### src/tbjp_pkg.sv
package tbjp_pkg;

  localparam int PLANE_DIM  = 256;
  localparam int COORD_W    = $clog2(PLANE_DIM);
  localparam int PIX_ADDR_W = 2 * COORD_W;
  localparam int FRAC_BITS  = 16;
  localparam int MAX_RADIUS = 7;
  localparam int COUNT_W    = 17;

  typedef enum logic [1:0] {
    OP_WRITE = 2'd0,
    OP_READ  = 2'd1,
    OP_DRAW  = 2'd2,
    OP_NOP   = 2'd3
  } op_t;

  localparam logic [1:0] REG_STAMP_RADIUS = 2'd0;
  localparam logic [1:0] REG_PLANE_HEIGHT = 2'd1;
  localparam logic [1:0] REG_PLANE_WIDTH  = 2'd2;

  typedef struct packed {
    op_t                op;
    logic [7:0]         start_row;
    logic [7:0]         start_col;
    logic signed [15:0] start_tan_row;
    logic signed [15:0] start_tan_col;
    logic [7:0]         end_row;
    logic [7:0]         end_col;
    logic signed [15:0] end_tan_row;
    logic signed [15:0] end_tan_col;
    logic [1:0]         pixel_bits;
  } cmd_t;

  typedef struct packed {
    logic [2:0] radius;
    logic [8:0] height;
    logic [8:0] width;
  } cfg_t;

endpackage

### src/tbjp_front.sv
module tbjp_front (
  input  logic          clk,
  input  logic          rst_n,
  input  logic          push,
  output logic          full,
  input  logic [1:0]    opcode,
  input  tbjp_pkg::cmd_t raw_cmd,
  output logic          cmd_valid,
  output tbjp_pkg::cmd_t cmd,
  input  logic          cmd_take
);
  import tbjp_pkg::*;

  cmd_t       q_r [2];
  logic       wp_r, rp_r;
  logic [1:0] cnt_r;
  logic       do_push, do_pop;
  cmd_t       cls;

  // classify: decode the opcode into the command type
  always_comb begin
    cls = raw_cmd;
    case (opcode)
      2'd0:    cls.op = OP_WRITE;
      2'd1:    cls.op = OP_READ;
      2'd2:    cls.op = OP_DRAW;
      default: cls.op = OP_NOP;
    endcase
  end

  assign full      = (cnt_r == 2'd2);
  assign cmd_valid = (cnt_r != 2'd0);
  assign cmd       = q_r[rp_r];
  assign do_push   = push && !full;
  assign do_pop    = cmd_take && cmd_valid;

  always_ff @(posedge clk) begin
    if (do_push) q_r[wp_r] <= cls;
    if (!rst_n) begin
      wp_r  <= 1'b0;
      rp_r  <= 1'b0;
      cnt_r <= 2'd0;
    end else begin
      if (do_push) wp_r <= !wp_r;
      if (do_pop)  rp_r <= !rp_r;
      cnt_r <= cnt_r + {1'b0, do_push} - {1'b0, do_pop};
    end
  end

endmodule

### config.mk
export PLATFORM = sky130hd
export DESIGN_NAME = tbjp_front
export DESIGN_NICKNAME = d
export VERILOG_FILES = /design/src/tbjp_pkg.sv /design/src/tbjp_front.sv
export SDC_FILE = /design/constraint.sdc
export NUM_CORES = 1
export LEC_CHECK = 0
export ABC_CLOCK_PERIOD_IN_PS = 17700
export BUFFER_PORTS_ARGS = -buffer_cell sky130_fd_sc_hd__buf_2
export CAP_MARGIN = 20
export CORE_MARGIN = 1
export CORE_UTILIZATION = 40
export CTS_CLUSTER_SIZE = 40
export DETAILED_ROUTE_END_ITERATION = 7
export GPL_ROUTABILITY_DRIVEN = 0
export GPL_TIMING_DRIVEN = 0
export PLACE_DENSITY = 0.72
export SETUP_SLACK_MARGIN = 0.4
export SYNTH_ARGS = -nofsm -noshare
export SYNTH_HDL_FRONTEND = slang
export SYNTH_SLANG_ARGS = --single-unit
### constraint.sdc
create_clock -name clk -period 17.7 [get_ports clk]
set_clock_uncertainty 0.2 [all_clocks]
set_input_delay 3.54 -clock clk [delete_from_list [all_inputs] [get_ports clk]]
set_output_delay 3.54 -clock clk [all_outputs]
set_load 0.01 [all_outputs]
### Word level (Yosys, flattened, before mapping)

Memory sizes are Yosys's and may differ from the RTL's. A register that Yosys moved wholly into a read port is not among the register bits.
Index checks and enable logic that the tools add are counted.
Widths: inputs -> output; s select.

* reduce and logical (&&, ||, !) cells: 7
* muxes and demuxes: 5
* add/subtract/negate cells: 2
* equal/unequal tests: 3

Operator list (number)
* $pmux 2 s3: 1
* $eq 2x2->1 const B: 2
* $mux 1: 4
* $logic_not 1->1: 3
* $add 2x1->2: 1
* $eq 2x1->1 const B: 1
* $logic_and 1x1->1: 2
* $logic_not 2->1: 1
* $reduce_bool 2->1: 1
* $sub 2x1->2: 1

* bits in writable memories: 200
* logic and storage cells: 21
* memories: 1
* flip-flop bits (word level): 4
* output and inout port bits: 102

Memories
* q_r: words 2, width 100, rd ports 1, clocked after Yosys merged registers in 1, wr ports 1, line tbjp_front.sv:14 `cmd_t q_r [2];`

### Longest topological paths before layout

Gate-level depths: netlist of run 1.

* depth after elaboration: 5
* depth in mapped cells: 8
* depth with buffers taken out: 8

### Worst setup path after synthesis of run 1

OpenSTA, ideal clock, no wires.

* path kind: in2reg
* from: input push
* to: memory q_r[0][0] (netlist name), enable pin
* buffers on the path: 0
* arrival time: 7.796 ns
* setup time: 0.560 ns
* setup slack: 9.145 ns
* cell stages on the path: 2
* cells stage by stage: nand2_1 -> nor2_1

* word-level cells in the longest chain between the ends: 3

Ends and longest elaborated chain
* start: declaration: line tbjp_front.sv:4 `input logic push,`
* $logic_and 1x1->1: line tbjp_front.sv:34 `assign do_push = push && !full;`
* $mux 1: line tbjp_front.sv:38 `if (do_push) q_r[wp_r] <= cls;`
* $mux 1 (implied by the code): line tbjp_front.sv:38
* end: declaration: line tbjp_front.sv:14

Every way passes these cells.

==> flow_summary.json, run 1 <==
{
  "status": "completed",
  "cts_resized": 0,
  "finalHoldViolations": 0,
  "wl_per_cell_um": 16.4,
  "final_nets": 678,
  "syn_area_per_cell_um2": 23.4,
  "crit_slowest_cell": "dfxtp_1",
  "drive_above_1_share_pct": 59.3,
  "rsz0062_at_grt": "false",
  "hold_ws_ns": 0.307,
  "io_pins": 208,
  "dieArea_um2": 20500,
  "synth.net_count": 448,
  "synth-xor-area-share_pct": 0.220,
  "htree_levels": 1,
  "max_stage_delay_ns": 0.32,
  "ctsHoldBuffers": 0,
  "fin_crit_sh_pct": 30.8,
  "place_hpwl_um": 9600,
  "dp_slack_ns": 12.40,
  "synth_cell_type_count": 19,
  "antenna_found_initial": 2,
  "track_usage_pct": 13.1,
  "clk_latency_ns": 0.48,
  "crit_fanout": 10,
  "start_util_pct": 40.9,
  "end_kind": "primary output",
  "finalSetupViolations": 0,
  "worst_slack_ns": 12.24,
  "power.density_nw_per_um2": 149,
  "cts_tree": "yes",
  "yosys.area_share.adder_pct": 0.314,
  "fin_tns_setup_ns": 0,
  "dr.pass1.iters": 4,
  "maxSlewViolCount": 0,
  "hold_class": "reg -> reg",
  "max_cap_viol_count": 0,
  "numCtsBuffers": 21,
  "ir_worst_vdd_uv": 95.0,
  "syn2layout_area_growth_pct": 25.5,
  "drt-initial-drc-count": 105,
  "seq_area_frac_synth_pct": 76.7,
  "clk_pin_slew_ns": 0.06,
  "fp.dieH_um": 143,
  "crit_chain": "buf_6 -> buf_12 -> mux2_4 -> buf_2",
  "required_ns": 13.96,
  "post_cts_buffers": 0,
  "cp_top_family": "buffers and inverters",
  "yosys_warnings": 0,
  "grt_max_degree": 58,
  "fp.coreArea_um2": 19500,
  "overflow": 0,
  "first_global_vias": 4022,
  "slew_headroom_pct": 56.6,
  "antenna_cells": 0,
  "p_leak_nw": 3.93,
  "synth_compound_area_share_pct": 0.0943,
  "grt_pass1_wl_um": 20400,
  "vias_per_cell": 4.55,
  "synthSimpleGateAreaFrac_pct": 0.817,
  "startpoint_type": "flip-flop",
  "drcViolationCount": 0,
  "min_period_ns": 5.46,
  "syn_area_um2": 7960,
  "synth_mux_area_share_pct": 19.0,
  "syn_inst": 340,
  "ys_ff_latch": 205,
  "clock_sinks": 205,
  "ant_nets": 0,
  "crit_buf_inv": 3,
  "wirelength_um": 13900,
  "clockRootBuffer": "clkbuf_16",
  "synth_top_family_by_area": "multiplexers",
  "path_class": "reg -> out",
  "vias": 3856,
  "die_w_um": 143,
  "fmax_mhz": 183,
  "cp.arrival_ns": 1.72,
  "cts.path.max_buffers": 3,
  "tightest_slew_ns": 0.651,
  "num_rows": 51,
  "port_buffers": 203
}
[cell usage in the layout (no fill, tap or decap), types with 2 or more instances in the layout]
cell and instances:
and2_1 2, buf_12 13, buf_2 203, clkbuf_1 7, clkbuf_16 21, clkinv_1 6
clkinv_2 4, dfxtp_1 5, edfxtp_1 200, ha_1 2, inv_1 3, mux2_4 100
nand2_1 2, nand2b_1 2, nor2_1 3
[cells in the mapped netlist (all sizes together)]
cell / n / area [um2]
and3: 1 / 6.26
nand2: 2 / 7.51
nor3: 1 / 5.00
buf: 11 / 211
and2: 2 / 12.5
inv: 3 / 11.3
dfxtp: 5 / 100
nand2b: 2 / 12.5
ha: 2 / 25.0
nor2: 4 / 15.0
mux2i: 1 / 10.0
or2: 1 / 6.26
clkbuf: 2 / 7.51
xnor2: 1 / 8.76
o21a: 1 / 7.51
edfxtp: 200 / 6010
xor2: 1 / 8.76
mux2: 100 / 1500
[final timing paths]
kind	endpoint	start	slack, ns	cells after the start
worst max-delay path	cmd[27]	flip-flop	12.24	4
worst min-delay path	flip-flop	rp_r	0.31	2
worst max register to register	q_r[0][97]	cnt_r[0]	15.49	5
worst min register to register	flip-flop	rp_r	0.31	2
[through the flow]
step	instances	util [%]	cell area [um2]	total power, mW
2_1_floorplan	340	-	7960	0.979
3_3_place_gp	808	47.8	9310	1.12
3_5_place_dp	812	48.4	9410	1.13
4_1_cts	848	51.4	10000	1.51
5_1_grt	848	51.4	10000	1.56
6_report	848	51.4	10000	1.49
[worst min-delay path: cells and delay by family, from the launching register on]
| kind | cells | cell delay, ns |
|---|---|---|
| flip-flops | 1 | 0.32 |
| XOR/XNOR | 1 | 0.08 |
| AND/OR/NAND/NOR | 1 | 0.07 |
[final cells by class]
cell class	instances	area [um2]
buffer	13	219
clock buffer	26	544
clock inverter	10	42.5
fill	1561	9470
inverter	3	11.3
multi-input combinational	119	1640
sequential	205	6110
tap	265	332
timing repair buffer	207	1100
[routing by layer]
layer	share of wire, %	global-route usage (%)	up-vias
li1	-	-	1807
met1	38	14.6	1891
met2	52	23.5	129
met3	8.0	4.39	25
met4	1.8	4.13	4
met5	0.17	0	-
[power by group]
group,switching [mW],internal [mW],total [mW]
logic,0.213,0.248,0.461
registers,0.0207,0.625,0.646
clock network,0.162,0.216,0.378
total,0.396,1.09,1.49
[state kept, by name (all words and copies together) (netlist names), named ones only]
signal  flops
q_r       200
cnt_r       2
rp_r        1
wp_r        1
[cells by family (layout without fill, tap and decap cells)]
family,Yosys count,count (layout)
buffers and inverters,16,259
XOR/XNOR,2,2
multiplexers,101,101
flip-flops,205,205
AO/OA/AOI/OAI,1,1
AND/OR/NAND/NOR,13,13
adder cells (fa/ha/maj),2,2
Power figures use the tool's default switching activity.
==> inputs of run 2 (changes only) <==
ABC_AREA = 1   (was unset)
ABC_CLOCK_PERIOD_IN_PS = 5600   (was 17700)
clock period = 5.6 ns   (was 17.7 ns; I/O delays follow)
==> flow_summary.json, run 2 <==
{
  "fp.coreArea_um2": 19500,
  "synth_mux_area_share_pct": 18.8,
  "post_cts_buffers": 0,
  "clockRootBuffer": "clkbuf_16",
  "synth_cell_type_count": 12,
  "drive_above_1_share_pct": 58.4,
  "worstReg2RegStart": "cnt_r[0]",
  "max_cap_viol_count": 0,
  "syn_inst": 351,
  "dr.pass1.iters": 4,
  "fin_crit_sh_pct": 54.9,
  "yosys.area_share.adder_pct": 0.314,
  "ys_top_cells_by_count": "edfxtp_1, mux2_4, buf_12",
  "synth_top_area_cell": "edfxtp_1",
  "synth.net_count": 459,
  "antenna_found_initial": 1,
  "p_leak_nw": 4.00,
  "rsz0062_at_grt": "false",
  "power.density_nw_per_um2": 457,
  "synth_top_family_by_area": "multiplexers",
  "dp_slack_ns": 2.75,
  "ctsHoldBuffers": 0,
  "overflow": 0,
  "clock_sinks": 205,
  "finalHoldViolations": 0,
  "path_class": "reg -> out",
  "cts_tree": "yes",
  "crit_path_end": "cmd[9]",
  "synth_flop_cell": "edfxtp_1",
  "ys_ff_latch": 205,
  "slew_headroom_pct": 51.3,
  "required_ns": 4.28,
  "ir_worst_vdd_uv": 343,
  "tightest_slew_ns": 0.731,
  "maxSlewViolCount": 0,
  "synthTopCellsByArea": "edfxtp_1, mux2_4, buf_12",
  "clk_latency_ns": 0.50,
  "synth_edf_count": 200,
  "cts_resized": 0,
  "vias_per_cell": 4.62,
  "hold_class": "reg -> reg",
  "async_reset_ff_share_pct": 0,
  "yosys_warnings": 0,
  "final_nets": 690,
  "finalSetupViolations": 0,
  "status": "completed",
  "start_util_pct": 40.8,
  "end_kind": "primary output",
  "cp.arrival_ns": 1.75,
  "syn2layout_area_growth_pct": 26.7,
  "io_pins": 208,
  "dp.cells": 823,
  "wl_per_cell_um": 16.8,
  "reg2reg_depth": 6,
  "synth_top_area_share_pct": 75.3,
  "place_hpwl_um": 9890,
  "port_buffers": 203,
  "final_common_cell": "buf_2",
  "largest_register_ffs": 200,
  "synthSimpleGateAreaFrac_pct": 0.989,
  "htree_levels": 1,
  "rrSetupSlack_ns": 3.40,
  "drcViolationCount": 0,
  "fmax_mhz": 325,
  "ant_nets": 0,
  "vias": 3986,
  "layout.cells.non_filler": 862,
  "syn_area_um2": 7970,
  "die_w_um": 143,
  "synth-xor-area-share_pct": 0,
  "dieArea_um2": 20500,
  "grt_max_degree": 53,
  "synth_compound_area_share_pct": 0.126,
  "numCtsBuffers": 22,
  "startpoint_type": "flip-flop",
  "crit_fanout": 10,
  "min_period_ns": 3.07,
  "num_rows": 51,
  "regMostFlops": "q_r",
  "clk_pin_slew_ns": 0.06,
  "worst_slack_ns": 2.53,
  "seq_area_frac_synth_pct": 76.6,
  "cts.path.max_buffers": 3,
  "synth_most_common_cell": "edfxtp_1",
  "top_regs": "q_r x200, cnt_r x2",
  "track_usage_pct": 13.9,
  "wirelength_um": 14500,
  "syn_area_per_cell_um2": 22.7,
  "drt-initial-drc-count": 121,
  "fp.dieH_um": 143,
  "mostFrequentLayoutCells": "buf_2, edfxtp_1, mux2_4, clkbuf_16, buf_12",
  "grt_pass1_wl_um": 21700,
  "r2r_end": "q_r[0][77]",
  "first_global_vias": 4136
}
-- run 2: cell types whose count changed after synthesis, sizes merged, moves of 2 or more --
cell / previous run / this run
nand2: 2 / 9
inv: 3 / 9
nor2: 4 / 8
nand3: 0 / 3
a21oi: 0 / 2
and2: 2 / 0
nand2b: 2 / 0
-- run 2: cell families (layout without fill, tap and decap cells) --
group | after synthesis | in the layout
other | 0 | 1
buffers and inverters | 22 | 267
adders and majority gates | 2 | 2
DFF | 205 | 205
AOI/OAI and AO/OA | 2 | 2
and+or+nand+nor | 20 | 20
muxes | 100 | 100
-- run 2: how the worst min path moves through the flow --
stage | from | end | cells past startpoint
after floorplan | rp_r | flip-flop | 2
after global placement | rp_r | rp_r | 2
after detailed placement | rp_r | flip-flop | 2
after CTS | rp_r | rp_r | 2
after global routing | rp_r | rp_r | 2
final | rp_r | rp_r | 2
-- run 2: cell type report --
| cell class | instances | area, um2 |
|---|---|---|
| diodes | 1 | 2.50 |
| plain buffers | 13 | 219 |
| clock buffers | 33 | 633 |
| clock inverters | 5 | 47.5 |
| fillers | 1595 | 9420 |
| inverters | 9 | 36.3 |
| multi-input cells | 124 | 1620 |
| flip-flops and latches | 205 | 6110 |
| well taps | 265 | 332 |
| repair buffers | 207 | 1100 |
-- run 2: metal layers --
metal	routed length [um]	vias up	track usage (%)
li1	-	1840	-
met1	5580	1961	15.4
met2	7370	161	24.7
met3	1240	24	5.16
met4	336	0	3.96
met5	0	-	0
-- run 2: critical path, stage by stage, from the launching register on --
cell and delay, ns:
dfxtp_1 0.32, buf_6 0.27, buf_12 0.20, mux2_4 0.31
buf_2 0.14
-- run 2: where the power goes --
part	leakage (nW)	internal (mW)	total [mW]	switching, mW
clock network	0.332	0.821	1.36	0.538
registers	1.91	1.95	2.00	0.0585
logic	1.76	0.655	1.25	0.597
total	4.00	3.42	4.62	1.19
-- run 2: metrics by stage --
| stage | total power, mW | setup TNS (ns) | area (um2) | hold WS, ns | utilization, % |
|---|---|---|---|---|---|
| 2_1_floorplan | 2.89 | 0 | 7980 | 0.267 | - |
| 3_3_place_gp | 3.27 | -31.12 | 9320 | 0.286 | 47.8 |
| 3_5_place_dp | 3.31 | 0 | 9420 | 0.309 | 48.2 |
| 4_1_cts | 4.69 | 0 | 10100 | 0.334 | 51.7 |
| 5_1_grt | 4.83 | 0 | 10100 | 0.365 | 51.7 |
| 6_report | 4.62 | 0 | 10100 | 0.340 | 51.7 |
==> inputs of run 3 (changes only) <==
ABC_CLOCK_PERIOD_IN_PS = 2800   (was 5600)
PLACE_DENSITY = 0.75   (was 0.72)
clock period = 2.8 ns   (was 5.6 ns; I/O delays follow)
==> flow_summary.json, run 3 (same netlist as run 2, synthesis figures left out) <==
{
  "final_util_pct": 52.0,
  "status": "completed",
  "layout.cells.non_filler": 866,
  "antenna_found_initial": 1,
  "place_hpwl_um": 10200,
  "final_nets": 693,
  "max_stage_delay_ns": 0.39,
  "cp.arrival_ns": 1.64,
  "vias": 3901,
  "dieArea_um2": 20500,
  "numCtsBuffers": 22,
  "clockRootBuffer": "clkbuf_16",
  "multiInputGateArea_um2": 1650,
  "hold_class": "in -> reg",
  "port_buffers": 203,
  "required_ns": 2.04,
  "die_w_um": 143,
  "syn2layout_area_growth_pct": 27.4,
  "ant_nets": 0,
  "mostFrequentLayoutCells": "buf_2, edfxtp_1, mux2_4, clkbuf_16, buf_12",
  "fp.coreArea_um2": 19500,
  "top_regs": "q_r x200, cnt_r x2",
  "drt-initial-drc-count": 64,
  "start_util_pct": 40.8,
  "finalHoldViolations": 0,
  "crit_fanout": 10,
  "cts.path.max_buffers": 3,
  "end_kind": "primary output",
  "first_global_vias": 4200,
  "final_common_cell": "buf_2",
  "antenna_cells": 0,
  "min_period_ns": 2.40,
  "grt_pass1_wl_um": 21100,
  "clk_pin_slew_ns": 0.06,
  "regMostFlops": "q_r",
  "crit_chain": "buf_12 -> buf_12 -> mux2_4 -> buf_2",
  "clk_latency_ns": 0.49,
  "dr.pass1.iters": 4,
  "dp.cells": 825,
  "fin_crit_sh_pct": 85.6,
  "p_leak_nw": 4.01,
  "fmax_mhz": 417,
  "htree_levels": 1,
  "ir_worst_vdd_uv": 483,
  "seqCellArea_um2": 6110,
  "cts_tree": "yes",
  "finalSetupViolations": 0,
  "path_class": "reg -> out",
  "startpoint_type": "flip-flop",
  "fp.dieH_um": 143,
  "track_usage_pct": 13.5,
  "largest_register_ffs": 200,
  "path_common_cell": "buf_12",
  "io_pins": 208,
  "crit_slowest_cell": "dfxtp_4",
  "power.density_nw_per_um2": 899,
  "rsz0062_at_grt": "true",
  "wirelength_um": 14400,
  "slew_headroom_pct": 51.5,
  "tightest_slew_ns": 0.726,
  "clock_sinks": 205,
  "maxSlewViolCount": 0,
  "wl_per_cell_um": 16.6,
  "drive_above_1_share_pct": 58.7,
  "drcViolationCount": 0,
  "cp_top_family": "buffers and inverters",
  "grt_max_degree": 30,
  "fillers": 1607,
  "overflow": 0,
  "max_cap_viol_count": 0,
  "crit_buf_inv": 3,
  "num_rows": 51,
  "vias_per_cell": 4.50
}
[run 3: final timing paths]
check	cells past startpoint	to	start	slack, ns
hold reg to reg	2	flip-flop	rp_r	0.31
setup reg to reg	6	q_r[0][93]	cnt_r[0]	0.57
hold / removal	1	q_r[1][25]	raw_cmd[25]	0.06
setup / recovery	4	cmd[2]	flip-flop	0.40
[run 3: report_power, final]
part           internal, mW  total [mW]  switching [mW]
sequential             3.89        4.02           0.126
combinational          1.37        2.56            1.20
clock                  1.49        2.55            1.06
total                  6.75        9.13            2.38
[run 3: stage by stage]
stage | area [um2] | worst slack, ns | hold slack (ns) | total power, mW | setup TNS (ns)
detailed placement | 9480 | 0.365 | 0.292 | 6.65 | 0
CTS | 10200 | 0.351 | 0.0336 | 9.27 | 0
finish | 10200 | 0.404 | 0.0599 | 9.13 | 0
floorplan | 8010 | 0.0889 | 0.267 | 5.77 | 0
global placement | 9360 | -0.851 | 0.287 | 6.52 | -163.96
global route | 10200 | 0.332 | 0.0355 | 9.55 | 0
[run 3: worst register-to-register path, delay by kind of cell (launching register included)]
family | cells | cell delay [ns]
buf+inv | 3 | 0.55
simple gates | 3 | 0.79
flops | 1 | 0.36
[run 3: cell type report]
cell class	count	share of cell area, %
inverter	9	0.369
buffer	13	2.24
timing repair buffer	210	11.5
multi-input combinational	124	16.2
clock inverter	12	0.480
tap	265	3.26
clock buffer	28	5.85
sequential	205	60.1
[run 3: repair_timing]
item,4_1_cts,5_1_grt
hold buffers,0,0
buffers inserted,0,0
gates resized for setup,5,0
setup endpoints to repair,100,104
gates cloned,1,0
pin swaps,0,1
[run 3: layer usage]
layer	vias to the layer above	global-route usage, %	share of wire [%]
met3	20	4.26	7.9
li1	1836	-	-
met1	1896	14.8	39
met4	2	3.62	1.2
met5	-	0	0.091
met2	147	24.9	52
